## src/hdl/kau_pkg.sv

```systemverilog
`default_nettype none

package kau_pkg;

   // Default geometry
   localparam int KAU_MAX_CLUSTERS = 16;
   localparam int KAU_DIMS         = 4;

   // Field and store widths
   localparam int KAU_IDX_W   = 6;   // holds any cluster index up to 64 clusters
   localparam int KAU_DIM_W   = 2;   // holds any dimension index for up to 4 dimensions
   localparam int KAU_PORTS   = 4;   // coordinate ports on the input channel
   localparam int KAU_COORD_W = 16;
   localparam int KAU_SUM_W   = 40;
   localparam int KAU_CNT_W   = 24;
   localparam int KAU_K_W     = 5;
   localparam int KAU_QUO_W   = 17;
   localparam int KAU_NUM_W   = KAU_SUM_W + 2;
   localparam int KAU_DEN_W   = KAU_CNT_W + 1;
   localparam int KAU_SQ_W    = 33;
   localparam int KAU_DIST_W  = 35;

   localparam logic [KAU_K_W-1:0]   KAU_K_RESET   = 5'd16;
   localparam logic [KAU_CNT_W-1:0] KAU_COUNT_MAX = 24'hFF_FFFF;

   // Spare code: changes nothing and returns a zero result
   typedef enum logic [1:0] {
      ACT_LOAD     = 2'd0,
      ACT_CLASSIFY = 2'd1,
      ACT_END_PASS = 2'd2,
      ACT_NONE     = 2'd3
   } action_type;

   typedef enum logic [3:0] {
      ST_IDLE,
      ST_LOAD,
      ST_SCAN,
      ST_SCAN_WAIT,
      ST_UPD_READ,
      ST_UPD_WRITE,
      ST_EP_READ,
      ST_EP_CHECK,
      ST_EP_START,
      ST_EP_DIV,
      ST_EP_WRITE,
      ST_EP_NEXT,
      ST_FINISH
   } state_type;

   // Commands from the controller to the datapath
   typedef struct packed {
      logic                 capture;
      logic                 load_mean;
      logic                 scan_issue;
      logic                 sum_read;
      logic                 sum_write;
      logic                 ep_read;
      logic                 div_start;
      logic                 div_store;
      logic                 mean_write;
      logic                 acc_clear;
      logic                 take_pass;
      logic                 finish;
      logic [KAU_IDX_W-1:0] idx;
      logic [KAU_DIM_W-1:0] dim;
   } cmd_type;

   // Status from the datapath to the controller
   typedef struct packed {
      logic scan_busy;
      logic count_zero;
      logic div_done;
      logic rsp_full;
   } stat_type;

endpackage

`default_nettype wire

```

## src/hdl/kau_ctrl.sv

```systemverilog
`default_nettype none

module kau_ctrl #(
   parameter int MAX_CLUSTERS = kau_pkg::KAU_MAX_CLUSTERS,
   parameter int DIMS         = kau_pkg::KAU_DIMS
) (
   input  wire logic                         clock,
   input  wire logic                         reset,
   input  wire logic                         req_valid,
   output logic                              req_stall,
   input  wire logic [1:0]                   req_action,
   input  wire logic                         csr_valid,
   output logic                              csr_ready,
   input  wire logic [kau_pkg::KAU_K_W-1:0]  csr_clusters_in_use,
   input  wire kau_pkg::stat_type            stat,
   output kau_pkg::cmd_type                  cmd
);

   localparam int CW = (MAX_CLUSTERS > 1) ? $clog2(MAX_CLUSTERS) : 1;
   localparam int DW = (DIMS > 1) ? $clog2(DIMS) : 1;
   localparam logic [6:0]    MAXK     = 7'(MAX_CLUSTERS);
   localparam logic [CW-1:0] IDX_LAST = CW'(MAX_CLUSTERS - 1);
   localparam logic [DW-1:0] DIM_LAST = DW'(DIMS - 1);

   kau_pkg::state_type state_ff, state_in;
   logic [CW-1:0] idx_ff, idx_in;
   logic [DW-1:0] dim_ff, dim_in;
   logic [kau_pkg::KAU_K_W-1:0] k_ff;

   logic [6:0]    k_raw;
   logic [6:0]    k_eff;
   logic [CW-1:0] k_last;

   // Cluster count register
   always_ff @(posedge clock) begin
      if (reset) begin
         k_ff <= kau_pkg::KAU_K_RESET;
      end else if (csr_valid && csr_ready) begin
         k_ff <= csr_clusters_in_use;
      end
   end

   assign csr_ready = 1'b1;

   // Clamp k into 1..MAX_CLUSTERS
   always_comb begin
      k_raw = 7'(k_ff);
      if (k_raw == 7'd0) begin
         k_eff = 7'd1;
      end else if (k_raw > MAXK) begin
         k_eff = MAXK;
      end else begin
         k_eff = k_raw;
      end
      k_last = CW'(k_eff - 7'd1);
   end

   // State and counters
   always_ff @(posedge clock) begin
      if (reset) begin
         state_ff <= kau_pkg::ST_IDLE;
         idx_ff   <= '0;
         dim_ff   <= '0;
      end else begin
         state_ff <= state_in;
         idx_ff   <= idx_in;
         dim_ff   <= dim_in;
      end
   end

   // Next state and commands
   always_comb begin
      state_in  = state_ff;
      idx_in    = idx_ff;
      dim_in    = dim_ff;
      cmd       = '0;
      cmd.idx   = kau_pkg::KAU_IDX_W'(idx_ff);
      cmd.dim   = kau_pkg::KAU_DIM_W'(dim_ff);
      req_stall = (state_ff != kau_pkg::ST_IDLE);

      case (state_ff)
         kau_pkg::ST_IDLE: begin
            if (req_valid) begin
               cmd.capture = 1'b1;
               idx_in      = '0;
               dim_in      = '0;
               case (req_action)
                  kau_pkg::ACT_LOAD:     state_in = kau_pkg::ST_LOAD;
                  kau_pkg::ACT_CLASSIFY: state_in = kau_pkg::ST_SCAN;
                  kau_pkg::ACT_END_PASS: state_in = kau_pkg::ST_EP_READ;
                  default:               state_in = kau_pkg::ST_FINISH;
               endcase
            end
         end
         kau_pkg::ST_LOAD: begin
            cmd.load_mean = 1'b1;
            state_in      = kau_pkg::ST_FINISH;
         end
         // Issue one centroid per cycle into the distance pipeline
         kau_pkg::ST_SCAN: begin
            cmd.scan_issue = 1'b1;
            if (idx_ff == k_last) begin
               state_in = kau_pkg::ST_SCAN_WAIT;
            end else begin
               idx_in = idx_ff + CW'(1);
            end
         end
         kau_pkg::ST_SCAN_WAIT: begin
            if (!stat.scan_busy) begin
               state_in = kau_pkg::ST_UPD_READ;
            end
         end
         kau_pkg::ST_UPD_READ: begin
            cmd.sum_read = 1'b1;
            state_in     = kau_pkg::ST_UPD_WRITE;
         end
         kau_pkg::ST_UPD_WRITE: begin
            cmd.sum_write = 1'b1;
            state_in      = kau_pkg::ST_FINISH;
         end
         // End of pass: walk every cluster
         kau_pkg::ST_EP_READ: begin
            cmd.ep_read = 1'b1;
            state_in    = kau_pkg::ST_EP_CHECK;
         end
         kau_pkg::ST_EP_CHECK: begin
            dim_in = '0;
            if (stat.count_zero) begin
               state_in = kau_pkg::ST_EP_NEXT;
            end else begin
               state_in = kau_pkg::ST_EP_START;
            end
         end
         kau_pkg::ST_EP_START: begin
            cmd.div_start = 1'b1;
            state_in      = kau_pkg::ST_EP_DIV;
         end
         kau_pkg::ST_EP_DIV: begin
            if (stat.div_done) begin
               cmd.div_store = 1'b1;
               if (dim_ff == DIM_LAST) begin
                  state_in = kau_pkg::ST_EP_WRITE;
               end else begin
                  dim_in   = dim_ff + DW'(1);
                  state_in = kau_pkg::ST_EP_START;
               end
            end
         end
         kau_pkg::ST_EP_WRITE: begin
            cmd.mean_write = 1'b1;
            state_in       = kau_pkg::ST_EP_NEXT;
         end
         kau_pkg::ST_EP_NEXT: begin
            cmd.acc_clear = 1'b1;
            if (idx_ff == IDX_LAST) begin
               cmd.take_pass = 1'b1;
               state_in      = kau_pkg::ST_FINISH;
            end else begin
               idx_in   = idx_ff + CW'(1);
               state_in = kau_pkg::ST_EP_READ;
            end
         end
         // Hand the result to the output register once it is free
         kau_pkg::ST_FINISH: begin
            if (!stat.rsp_full) begin
               cmd.finish = 1'b1;
               state_in   = kau_pkg::ST_IDLE;
            end
         end
         default: begin
            state_in = kau_pkg::ST_IDLE;
         end
      endcase
   end

endmodule

`default_nettype wire

```

## config.mk

```make
export PLATFORM = sky130hd
export DESIGN_NAME = kau_ctrl
export DESIGN_NICKNAME = d
export VERILOG_FILES = /design/src/hdl/kau_pkg.sv /design/src/hdl/kau_ctrl.sv
export SDC_FILE = /design/constraint.sdc
export NUM_CORES = 1
export LEC_CHECK = 0
export BUFFER_PORTS_ARGS = -buffer_cell sky130_fd_sc_hd__buf_4
export CORE_ASPECT_RATIO = 1.75
export CORE_MARGIN = 5
export CORE_UTILIZATION = 46
export CTS_CLUSTER_DIAMETER = 100
export CTS_CLUSTER_SIZE = 24
export DETAILED_ROUTE_END_ITERATION = 10
export HOLD_SLACK_MARGIN = 0.12
export PLACE_DENSITY = 0.74
export SLEW_MARGIN = 10
export SYNTH_ARGS = -nofsm -noshare
export SYNTH_HDL_FRONTEND = slang
export SYNTH_SLANG_ARGS = --single-unit
```

## constraint.sdc

```tcl
create_clock -name clock -period 2.3 [get_ports clock]
set_input_delay 0.46 -clock clock [delete_from_list [all_inputs] [get_ports clock]]
set_output_delay 0.46 -clock clock [all_outputs]
set_load 0.01 [all_outputs]
```

Word level (Yosys, flattened, before mapping)
Index checks and enable logic that the tools add are counted.
{"block": "totals", "input_bits": 15, "wordCells": 78, "ff_bits": 15}
{"block": "classes", "eq_ne": 25, "n_lt_le_gt_ge": 1, "muxes": 35, "reduce_logical": 10, "addsub": 3}
{"cell": "4-bit one-hot mux with 12 select lines", "count": 1}
{"cell": "4-bit 2-to-1 mux", "count": 11}
{"cell": "4-bit == test (second input constant)", "count": 6}
{"cell": "4-bit one-hot mux with 3 select lines", "count": 2}
{"cell": "4-bit by 3-bit == test with 1-bit output (second input constant)", "count": 4}
{"cell": "2-bit inequality test (second input constant)", "count": 8}
{"cell": "1-bit 2-to-1 mux", "count": 14}
{"cell": "2-bit 2-to-1 mux", "count": 6}
{"cell": "4-bit by 2-bit == test with 1-bit output (second input constant)", "count": 2}
{"cell": "4-bit AND reduction", "count": 2}
{"cell": "2-bit one-hot mux with 3 select lines", "count": 1}
{"cell": "3-bit nonzero test", "count": 2}
{"cell": "5-bit > comparator (second input constant)", "count": 1}
{"cell": "5-bit logical NOT", "count": 1}
{"cell": "5-bit AND reduction", "count": 1}
{"cell": "4-bit by 1-bit adder with 4-bit output (second input constant)", "count": 1}
{"cell": "2-bit == test (second input constant)", "count": 2}
{"cell": "4-bit by 1-bit == test with 1-bit output (second input constant)", "count": 1}
{"cell": "4-bit == test", "count": 1}
{"cell": "4-bit logical NOT", "count": 1}
{"cell": "4-bit nonzero test", "count": 1}
{"cell": "4-bit by 1-bit subtractor with 4-bit output (second input constant)", "count": 1}
{"cell": "2-bit by 1-bit adder with 2-bit output (second input constant)", "count": 1}
{"cell": "2-bit by 1-bit == test with 1-bit output (second input constant)", "count": 1}
{"cell": "other kinds (2)", "count": 2}

Depth between registers and ports, before layout
Gate-level depths: netlist (run 1).
{"block": "logic_depth", "depth_word": 7, "ltp_mapped": 8}

Worst setup path before layout (run 1)
Ideal clock, no wire load.
{"block": "synth_timing", "path_type": "reg-to-reg", "startpoint": "register k_ff[1] (netlist bit)", "endpoint": "register idx_ff[2]", "setup_slack_ps": 470, "arrival_ps": 1758, "path_buffers": 0, "setup_time_ps": 72, "path_stages_with_launch": 9, "cell_sequence": "dfxtp_1 > nor3_1 > o21ai_0 > ha_1 > xnor2_1 > xnor2_1 > a211oi_4 > a211oi_1 > mux2i_1"}
{"block": "synth_via", "elab_chain_cells": 7, "elab_cells_between_ends": 8}
{"element": "from (decl)", "line": "kau_ctrl.sv:28", "rtl": "logic [kau_pkg::KAU_K_W-1:0] k_ff;"}
{"element": "from (signal assigned)", "line": "kau_ctrl.sv:37", "rtl": "k_ff <= kau_pkg::KAU_K_RESET;"}
{"element": "from (signal assigned)", "line": "kau_ctrl.sv:39", "rtl": "k_ff <= csr_clusters_in_use;"}
{"element": "5-bit > comparator", "line": "kau_ctrl.sv:50", "rtl": "end else if (k_raw > MAXK) begin"}
{"element": "4-bit 2-to-1 mux", "line": "kau_ctrl.sv:50"}
{"element": "4-bit 2-to-1 mux (*)", "line": "kau_ctrl.sv:48", "rtl": "if (k_raw == 7'd0) begin"}
{"element": "4-bit by 1-bit subtractor with 4-bit output (*)", "line": "kau_ctrl.sv:55", "rtl": "k_last = CW'(k_eff - 7'd1);"}
{"element": "4-bit == test (*)", "line": "kau_ctrl.sv:102", "rtl": "if (idx_ff == k_last) begin"}
{"element": "2-bit inequality test (no line) (*)"}
{"element": "4-bit AND reduction (no line) (*)"}
{"element": "to (signal assigned)", "line": "kau_ctrl.sv:66", "rtl": "idx_ff <= idx_in;"}
{"element": "to (decl)", "line": "kau_ctrl.sv:26", "rtl": "logic [CW-1:0] idx_ff, idx_in;"}
Every way passes the cells marked *; elsewhere a longest branch is shown, timed or not.
A chain may end at the register's enable or synchronous reset.

==> results of run 1 <==
stage by stage:
step / power, W / setup WS, ns
2_1_floorplan: 0.00110 / 0.470
3_3_place_gp: 0.00134 / 0.426
3_5_place_dp: 0.00136 / 0.288
4_1_cts: 0.00158 / 0.159
6_report: 0.00157 / 0.160
5_1_grt: 0.00170 / 0.0540
cell type report:
cell class / instances / area [um2]
Multi-Input combinational cell: 132 / 885
Timing Repair Buffer: 36 / 270
Sequential cell: 15 / 300
Clock buffer: 4 / 45.0
Fill cell: 254 / 1130
Inverter: 8 / 30.0
Tap cell: 27 / 33.8
cell usage after synthesis, drive strengths merged, types with 4 or more instances:
library cell	count
or3	4
mux2i	7
o21ai	9
nor3	8
a21oi	12
nand4	4
clkbuf	5
inv	8
ha	6
nand2b	8
buf	8
nand3	4
dfxtp	15
nand2	15
nor2	15
cells by family (layout without fill, tap and decap cells):
logic type / Yosys count / in the layout
xor+xnor: 3 / 3
fa+ha+maj: 6 / 6
simple gates: 73 / 73
compound gates: 40 / 40
other cells: 2 / 3
mux: 7 / 7
flops: 15 / 15
buf+inv: 21 / 48
registers in the layout, indices dropped and copies added (netlist names):
register / cells
state_ff: 4
dim_ff: 2
k_ff: 5
idx_ff: 4
worst max-delay path: cells and delay by family (launching register included):
kind	cells	cell delay (ns)
and+or+nand+nor	2	0.58
DFF	1	0.45
buffers and inverters	2	0.40
power by group:
group	switching (W)	total [W]	internal (W)	leakage [nW]
logic	0.000458	0.000895	0.000437	0.546
registers	0.000150	0.000460	0.000310	0.123
clock network	0.0000910	0.000214	0.000123	0.0228
total	0.000699	0.00157	0.000870	0.691
layer usage:
| metal | wire (um) | up-vias | global-route usage (%) |
|---|---|---|---|
| met5 | 0 | - | 0 |
| met4 | 81 | 0 | 9.45 |
| met3 | 150 | 9 | 2.62 |
| met2 | 1780 | 34 | 31.6 |
| met1 | 1180 | 585 | 17.8 |
| li1 | - | 646 | - |
worst paths after layout:
| kind | start | end | slack (ns) | depth (start not counted) |
|---|---|---|---|---|
| hold / removal | csr_clusters_in_use[4] | k_ff[4] | 0.43 | 3 |
| setup reg to reg | k_ff[1] | idx_ff[2] | 0.29 | 8 |
| setup / recovery | state_ff[3] | cmd[19] | 0.16 | 4 |
| hold reg to reg | dim_ff[1] | dim_ff[1] | 0.47 | 2 |
==> impl_metrics.py, run 1 <==
metrics = {
    "status": {
        "outcome": "completed",
    },
    "clock_tree": {
        "clock_sinks": 15,
        "holdBufCountCts": 0,
        "cts-buffers-inserted": 3,
        "clk_pin_slew_ns": 0.06,
        "clkLatencyLatePin_ns": 0.25,
        "post_cts_buffers": 0,
        "clockRootBuffer": "clkbuf_8",
        "tritoncts": "built",
        "htree_levels": 1,
        "cts_resized": 0,
        "clock_path_buffers": 2,
    },
    "timing": {
        "fin_crit_sh_pct": 93.0,
        "drv_slew": 0,
        "grt_setup_unrepaired": "false",
        "finalSetupTns_ns": 0,
        "relSlewSlack_pct": 59.1,
        "clock.fmax_mhz": 467,
        "timing.final.crit_period_ns": 2.14,
        "skew_ns": 0.00104,
        "worst_pin_slew_ns": 0.613,
        "worst_hold_slack_ns": 0.430,
        "hold_viol": 0,
        "setup_violations": 0,
    },
    "pwr": {
        "irDropWorstVdd_uv": 454,
        "power_density_mw_per_mm2": 1000,
        "power.leakage_nw": 0.691,
    },
    "detailed_routing": {
        "drt-total-wl_mm": 3.19,
        "vias": 1274,
        "drtAntennaViolNets": 0,
        "drc": 0,
        "viasPerCell": 5.74,
        "drt_iter0_markers": 34,
        "post_drt_wl_per_cell_um": 14.4,
        "drtPass1Iterations": 4,
    },
    "floorplan": {
        "initial_core_util_pct": 47.9,
        "rows": 25,
        "core-area_mm2": 0.00269,
        "die_x_um": 50.0,
        "die_height_um": 80.0,
        "pin_count": 37,
        "dieArea_mm2": 0.00400,
    },
    "synthesis": {
        "synth-main-ff-cell": "dfxtp_1",
        "synth_area_leaders": "dfxtp_1, ha_1, mux2i_1, nand2_1, nor2_1",
        "post_synth_fa_ha_maj_area_fraction_pct": 5.83,
        "synth-edff-count": 0,
        "synth_top_area_share_pct": 23.3,
        "synth_compound_area_share_pct": 22.6,
        "synth_top_family_by_area": "simple AND/OR/NAND/NOR gates",
        "synth_simple_gate_area_share_pct": 31.8,
        "synth_xor_area_share_pct": 2.04,
        "synth_top_cell_by_area": "dfxtp_1",
        "yosysWarnings": 0,
        "avgSynthCellArea_um2": 7.72,
        "yosysUniqueCellTypes": 50,
        "synth_cells": 167,
        "async_reset_ff_share_pct": 0,
        "syn_area_mm2": 0.00129,
        "synth_seq_area_share_pct": 23.3,
        "ys_ff_latch": 15,
        "yosys-mux-area-fraction_pct": 5.44,
    },
    "final_layout": {
        "layout_common_cells": "buf_4, nor2_1, nand2_1, dfxtp_1",
        "final_cell_area_mm2": 0.00156,
        "antenna_cells": 0,
        "final_cells": 222,
        "layout-drive-gt1-share_pct": 27.2,
        "utilization_pct": 58.1,
        "num-nets-final": 217,
        "syn2layout_area_growth_pct": 21.4,
        "final_common_cell": "buf_4",
    },
    "global_route": {
        "overflow": 0,
        "track_usage_pct": 17.2,
        "grt_pass1_wl_mm": 5.60,
        "grt_max_degree": 23,
        "first_global_vias": 1275,
        "grt_antenna_before_repair": 0,
    },
    "critical_path": {
        "crit_type": "flip-flop to output port",
        "cp.arrival_ns": 1.68,
        "cp-start-kind": "flip-flop",
        "required_ns": 1.84,
        "critPathMaxFanout": 12,
        "cp_slowest_cell": "dfxtp_1",
        "slowest_delay_ns": 0.45,
        "critPathMostFrequentCell": "buf_4",
        "path_cells": "buf_4, nor2_1, and3_1, buf_4",
        "endpoint_kind": "output port",
    },
    "placed_design": {
        "dpl_cell_area_mm2": 0.00152,
        "dp_cells": 218,
        "port_buffers": 33,
        "dpl.hpwl_mm": 2.64,
        "globalplace.congestion": 0.878,
    },
    "worst_hold_path": {
        "hp-class": "input port to flip-flop",
    },
    "run": {
        "max_cap_violations": 0,
    },
}
Note: power is estimated with default switching activity, not from simulation.
==> run 2, diff against run 1 <==
==> constraint.sdc (replaced) <==
create_clock -name clock -period 2.1 [get_ports clock]
set_input_delay 0.42 -clock clock [delete_from_list [all_inputs] [get_ports clock]]
set_output_delay 0.42 -clock clock [all_outputs]
set_load 0.01 [all_outputs]
==> run 2 against run 1 <==
  * First-iteration DRC count shrank 2.9%
  * Sequential share of layout area grew 0.055 points
  * Register-to-register slack lost 0.14 ns
  * Critical path depth is the same
  * Sequential power grew 11%
  * Power grew 9.8%
  * Worst hold slack lost 0.035 ns
  * Die area is the same
==> impl_metrics.py, run 2 (synthesis results as in run 1) <==
metrics = {
    "final_layout": {
        "fillers": 262,
        "largest_reg_flops": 5,
        "max_flop_register": "k_ff",
        "layout-drive-gt1-share_pct": 30.3,
        "final_cells": 222,
        "num-nets-final": 217,
        "antenna_cells": 0,
        "layout_common_cells": "buf_4, nor2_1, nand2_1",
        "syn2layout_area_growth_pct": 22.5,
        "final_common_cell": "buf_4",
        "top_regs": "k_ff: 5 flops, idx_ff: 4 flops, state_ff: 4 flops",
    },
    "critical_path": {
        "cp.arrival_ns": 1.54,
        "path_cells": "buf_4, nor2_1, and3_1, buf_4",
        "critPathMostFrequentCell": "buf_4",
        "cp_slowest_cell": "dfxtp_1",
        "crit_type": "flip-flop to output port",
        "critPathMaxFanout": 9,
        "cp-start-kind": "flip-flop",
        "slowest_delay_ns": 0.38,
        "endpoint_kind": "output port",
        "required_ns": 1.68,
    },
    "floorplan": {
        "pin_count": 37,
        "die_height_um": 80.0,
        "initial_core_util_pct": 47.9,
        "rows": 25,
        "dieArea_mm2": 0.00400,
        "die_x_um": 50.0,
        "core-area_mm2": 0.00269,
    },
    "global_route": {
        "grt_antenna_before_repair": 0,
        "grt_max_degree": 23,
        "track_usage_pct": 16.9,
        "grt_pass1_wl_mm": 5.53,
        "first_global_vias": 1229,
        "overflow": 0,
    },
    "clock_tree": {
        "tritoncts": "built",
        "clockRootBuffer": "clkbuf_8",
        "clock_sinks": 15,
        "holdBufCountCts": 0,
        "clkLatencyLatePin_ns": 0.25,
        "clock_path_buffers": 2,
        "clk_pin_slew_ns": 0.06,
        "cts-buffers-inserted": 3,
        "htree_levels": 1,
    },
    "placed_design": {
        "dp_cells": 218,
        "globalplace.congestion": 0.891,
        "dpl.hpwl_mm": 2.75,
        "port_buffers": 33,
        "place_ws_ns": 0.0930,
    },
    "timing": {
        "hold_viol": 0,
        "finalSetupTns_ns": 0,
        "drv_slew": 0,
        "skew_ns": 0.00541,
        "worst_slack_ns": 0.137,
        "clock.fmax_mhz": 510,
        "grt_setup_unrepaired": "false",
        "timing.final.crit_period_ns": 1.96,
        "worst_hold_slack_ns": 0.394,
        "setup_violations": 0,
        "fin_crit_sh_pct": 93.5,
    },
    "pwr": {
        "combPwrFrac_pct": 56.9,
        "clkPwrFrac_pct": 13.4,
        "power_frac_seq_pct": 29.7,
        "power_density_mw_per_mm2": 1090,
        "p_switching_w": 0.000766,
        "p_int_w": 0.000957,
        "p_sw_share_pct": 44.5,
        "irDropWorstVdd_uv": 689,
        "power.leakage_nw": 0.697,
    },
    "run": {
        "max_cap_violations": 0,
    },
    "detailed_routing": {
        "viasPerCell": 5.85,
        "drt-total-wl_mm": 3.35,
        "vias": 1298,
        "drtAntennaViolNets": 0,
        "drtPass1Iterations": 4,
        "drc": 0,
        "drt_iter0_markers": 33,
        "post_drt_wl_per_cell_um": 15.1,
    },
    "worst_hold_path": {
        "hp-class": "input port to flip-flop",
    },
    "status": {
        "outcome": "completed",
    },
}
run 2: metal layers:
metal	GRT usage (%)	vias up	wire (um)
met3	2.24	11	132
met5	0	-	0
met1	17.9	604	1220
li1	-	647	-
met4	8.40	0	102
met2	31.2	36	1890
run 2: area by class of cell:
cell class              count  area (um2)  area share, %
well taps                  27        33.8           2.14
inverters                   8        30.0           1.90
flip-flops and latches     15         304           19.3
clock inverters             1        5.00          0.317
multi-input cells         132         895           56.7
repair buffers             36         270           17.1
clock buffers               3        41.3           2.61
run 2: path summary, 6_finish.rpt:
path,start,endpoint,slack (ns),depth (start not counted)
hold / removal,csr_clusters_in_use[4],k_ff[4],0.39,3
hold reg to reg,dim_ff[1],dim_ff[1],0.49,2
setup reg to reg,k_ff[1],idx_ff[0],0.15,8
setup / recovery,state_ff[3],cmd[19],0.14,4
run 2: power groups by stage:
stage | clock [W] | sequential (W) | combinational, W
2_1_floorplan | 0 | 0.000400 | 0.000807
3_3_place_gp | 0 | 0.000501 | 0.000961
3_5_place_dp | 0 | 0.000506 | 0.000978
4_1_cts | 0.000239 | 0.000499 | 0.000985
5_1_grt | 0.000251 | 0.000531 | 0.00108
6_report | 0.000231 | 0.000511 | 0.000981
run 2: timing repair:
action                                 4_1_cts  5_1_grt
buffers inserted                             0        0
setup endpoints to repair                    0        8
endpoints found under the hold margin        0        0
gates resized for setup                      0        5
run 2: worst max-delay path: cells and delay by family, from the launching register on:
family | cells | cell delay (ns)
flip-flops | 1 | 0.38
AND/OR/NAND/NOR | 2 | 0.55
buffers and inverters | 2 | 0.37
run 2: stage by stage:
step / cell area (um2) / power, W / utilization (%)
floorplan: 1290 / 0.00121 / -
global placement: 1520 / 0.00146 / 56.5
detailed placement: 1520 / 0.00148 / 56.5
CTS: 1570 / 0.00172 / 58.2
global route: 1580 / 0.00187 / 58.7
finish: 1580 / 0.00172 / 58.7
==> run 3, diff against run 2 <==
==> constraint.sdc (replaced) <==
create_clock -name clock -period 2.1 [get_ports clock]
set_input_delay 0 -clock clock [delete_from_list [all_inputs] [get_ports clock]]
set_output_delay 0 -clock clock [all_outputs]
set_load 0.01 [all_outputs]
==> run 3 against run 2 <==
  * Sequential share of layout area shrank 2.2 points
  * Clock power is 2% higher
  * Largest cell class unchanged
  * Critical path depth is 3 higher
  * First-iteration DRC count is 48% higher
==> impl_metrics.py, run 3 (synthesis results as in run 1) <==
metrics = {
    "final_layout": {
        "antenna_cells": 0,
        "top_regs": "k_ff: 5 flops, idx_ff: 4 flops, state_ff: 4 flops",
        "utilization_pct": 65.4,
        "num-nets-final": 236,
        "final_common_cell": "buf_4",
        "syn2layout_area_growth_pct": 36.6,
        "final_cells": 241,
        "largest_reg_flops": 5,
        "max_flop_register": "k_ff",
        "layout-drive-gt1-share_pct": 27.1,
        "layout_common_cells": "buf_4, dlygate4sd3_1, nor2_1, nand2_1, dfxtp_1",
    },
    "floorplan": {
        "initial_core_util_pct": 47.9,
        "pin_count": 37,
        "dieArea_mm2": 0.00400,
        "rows": 25,
        "core-area_mm2": 0.00269,
        "die_x_um": 50.0,
        "die_height_um": 80.0,
    },
    "pwr": {
        "power.leakage_nw": 0.777,
        "irDropWorstVdd_uv": 600,
        "power_density_mw_per_mm2": 1010,
    },
    "detailed_routing": {
        "drc": 0,
        "drtAntennaViolNets": 0,
        "drt-total-wl_mm": 3.68,
        "route.met2.wl_mm": 2.01,
        "viasPerCell": 5.76,
        "route.met3.wl_um": 152,
        "post_drt_wl_per_cell_um": 15.3,
        "met1Wirelength_mm": 1.39,
        "vias": 1388,
        "drt_iter0_markers": 49,
        "routed.top_layer": "met4",
        "drtPass1Iterations": 4,
    },
    "run": {
        "max_cap_violations": 0,
    },
    "global_route": {
        "first_global_vias": 1372,
        "overflow": 0,
        "grt_pass1_wl_mm": 6.15,
        "grt_max_degree": 23,
        "grt_antenna_before_repair": 0,
        "track_usage_pct": 19.2,
    },
    "clock_tree": {
        "clk_pin_slew_ns": 0.06,
        "tritoncts": "built",
        "clock_sinks": 15,
        "clockRootBuffer": "clkbuf_8",
        "clkLatencyLatePin_ns": 0.25,
        "clock_path_buffers": 2,
        "htree_levels": 1,
        "cts-buffers-inserted": 3,
    },
    "critical_path": {
        "rr_worst_depth": 7,
        "crit_type": "flip-flop to flip-flop",
        "cp.depth": 7,
        "required_ns": 2.24,
        "endpoint_kind": "flip-flop",
        "critPathBufInv": 0,
        "path_cells": "nor3_2, o21ai_0, ha_1, xnor2_1, a211oi_4, a21oi_1, mux2i_1",
        "slowest_delay_ns": 0.37,
        "crit_family": "compound AO/OA/AOI/OAI gates",
        "critPathMaxFanout": 6,
        "cp.arrival_ns": 2.06,
        "cp_slowest_cell": "a211oi_4",
        "cp-start-kind": "flip-flop",
        "crit_path_start": "k_ff[3]",
        "worst_r2r_startpoint": "k_ff[3]",
    },
    "timing": {
        "finalSetupTns_ns": 0,
        "grt_setup_unrepaired": "false",
        "clock.fmax_mhz": 523,
        "setup_violations": 0,
        "fin_crit_sh_pct": 91.1,
        "timing.final.crit_period_ns": 1.91,
        "drv_slew": 0,
        "hold_viol": 0,
        "skew_ns": 0.00677,
        "relSlewSlack_pct": 56.5,
        "worst_pin_slew_ns": 0.652,
        "worst_slack_ns": 0.187,
    },
    "placed_design": {
        "port_buffers": 33,
        "dpl.hpwl_mm": 2.66,
        "globalplace.congestion": 0.890,
        "place_ws_ns": 0.115,
        "dp_cells": 219,
    },
    "worst_hold_path": {
        "hp-class": "input port to flip-flop",
        "worstHoldStart": "stat[2]",
        "whs_path_depth": 5,
    },
    "status": {
        "outcome": "completed",
    },
}
run 3: changes by cell type in the layout (fill, tap and decap cells not counted), sizes merged:
cell and change:
dlygate4sd3 +17, buf +2
run 3: area by class of cell:
type | instances | area (um2)
flip-flops and latches | 15 | 300
clock inverters | 1 | 5.00
repair buffers | 55 | 455
clock buffers | 3 | 41.3
multi-input cells | 132 | 895
well taps | 27 | 33.8
inverters | 8 | 30.0
fillers | 243 | 930
run 3: repair_timing:
item	CTS	global route
endpoints found under the hold margin	11	0
setup endpoints to repair	0	5
gates resized for setup	0	2
hold buffers	17	0
setup buffers	0	1
run 3: routing by layer:
metal / GRT usage, % / vias up
met5: 0 / -
met4: 10.5 / 0
met3: 2.62 / 12
met2: 35.6 / 39
met1: 19.8 / 654
li1: - / 683
run 3: final timing paths:
kind                 end  slack [ns]
min          state_ff[0]        0.22
min reg2reg    dim_ff[0]        0.50
max reg2reg    idx_ff[0]        0.19
max            idx_ff[0]        0.19
run 3: worst min-delay path, cell delays in order:
cell	delay, ns
buf_4	0.11
nand2_1	0.06
a21boi_0	0.09
nand4_1	0.09
o2bb2ai_1	0.07
run 3: metrics by stage:
stage	power [W]	hold slack (ns)	area [um2]
2_1_floorplan	0.00121	0.0504	1290
3_3_place_gp	0.00146	0.219	1530
3_5_place_dp	0.00149	0.222	1530
4_1_cts	0.00176	0.220	1740
5_1_grt	0.00191	0.284	1760
6_report	0.00177	0.221	1760
run 3: power by group:
part	leakage [nW]	switching (W)	internal [W]
logic	0.629	0.000507	0.000506
clock network	0.0255	0.000105	0.000132
registers	0.123	0.000183	0.000340
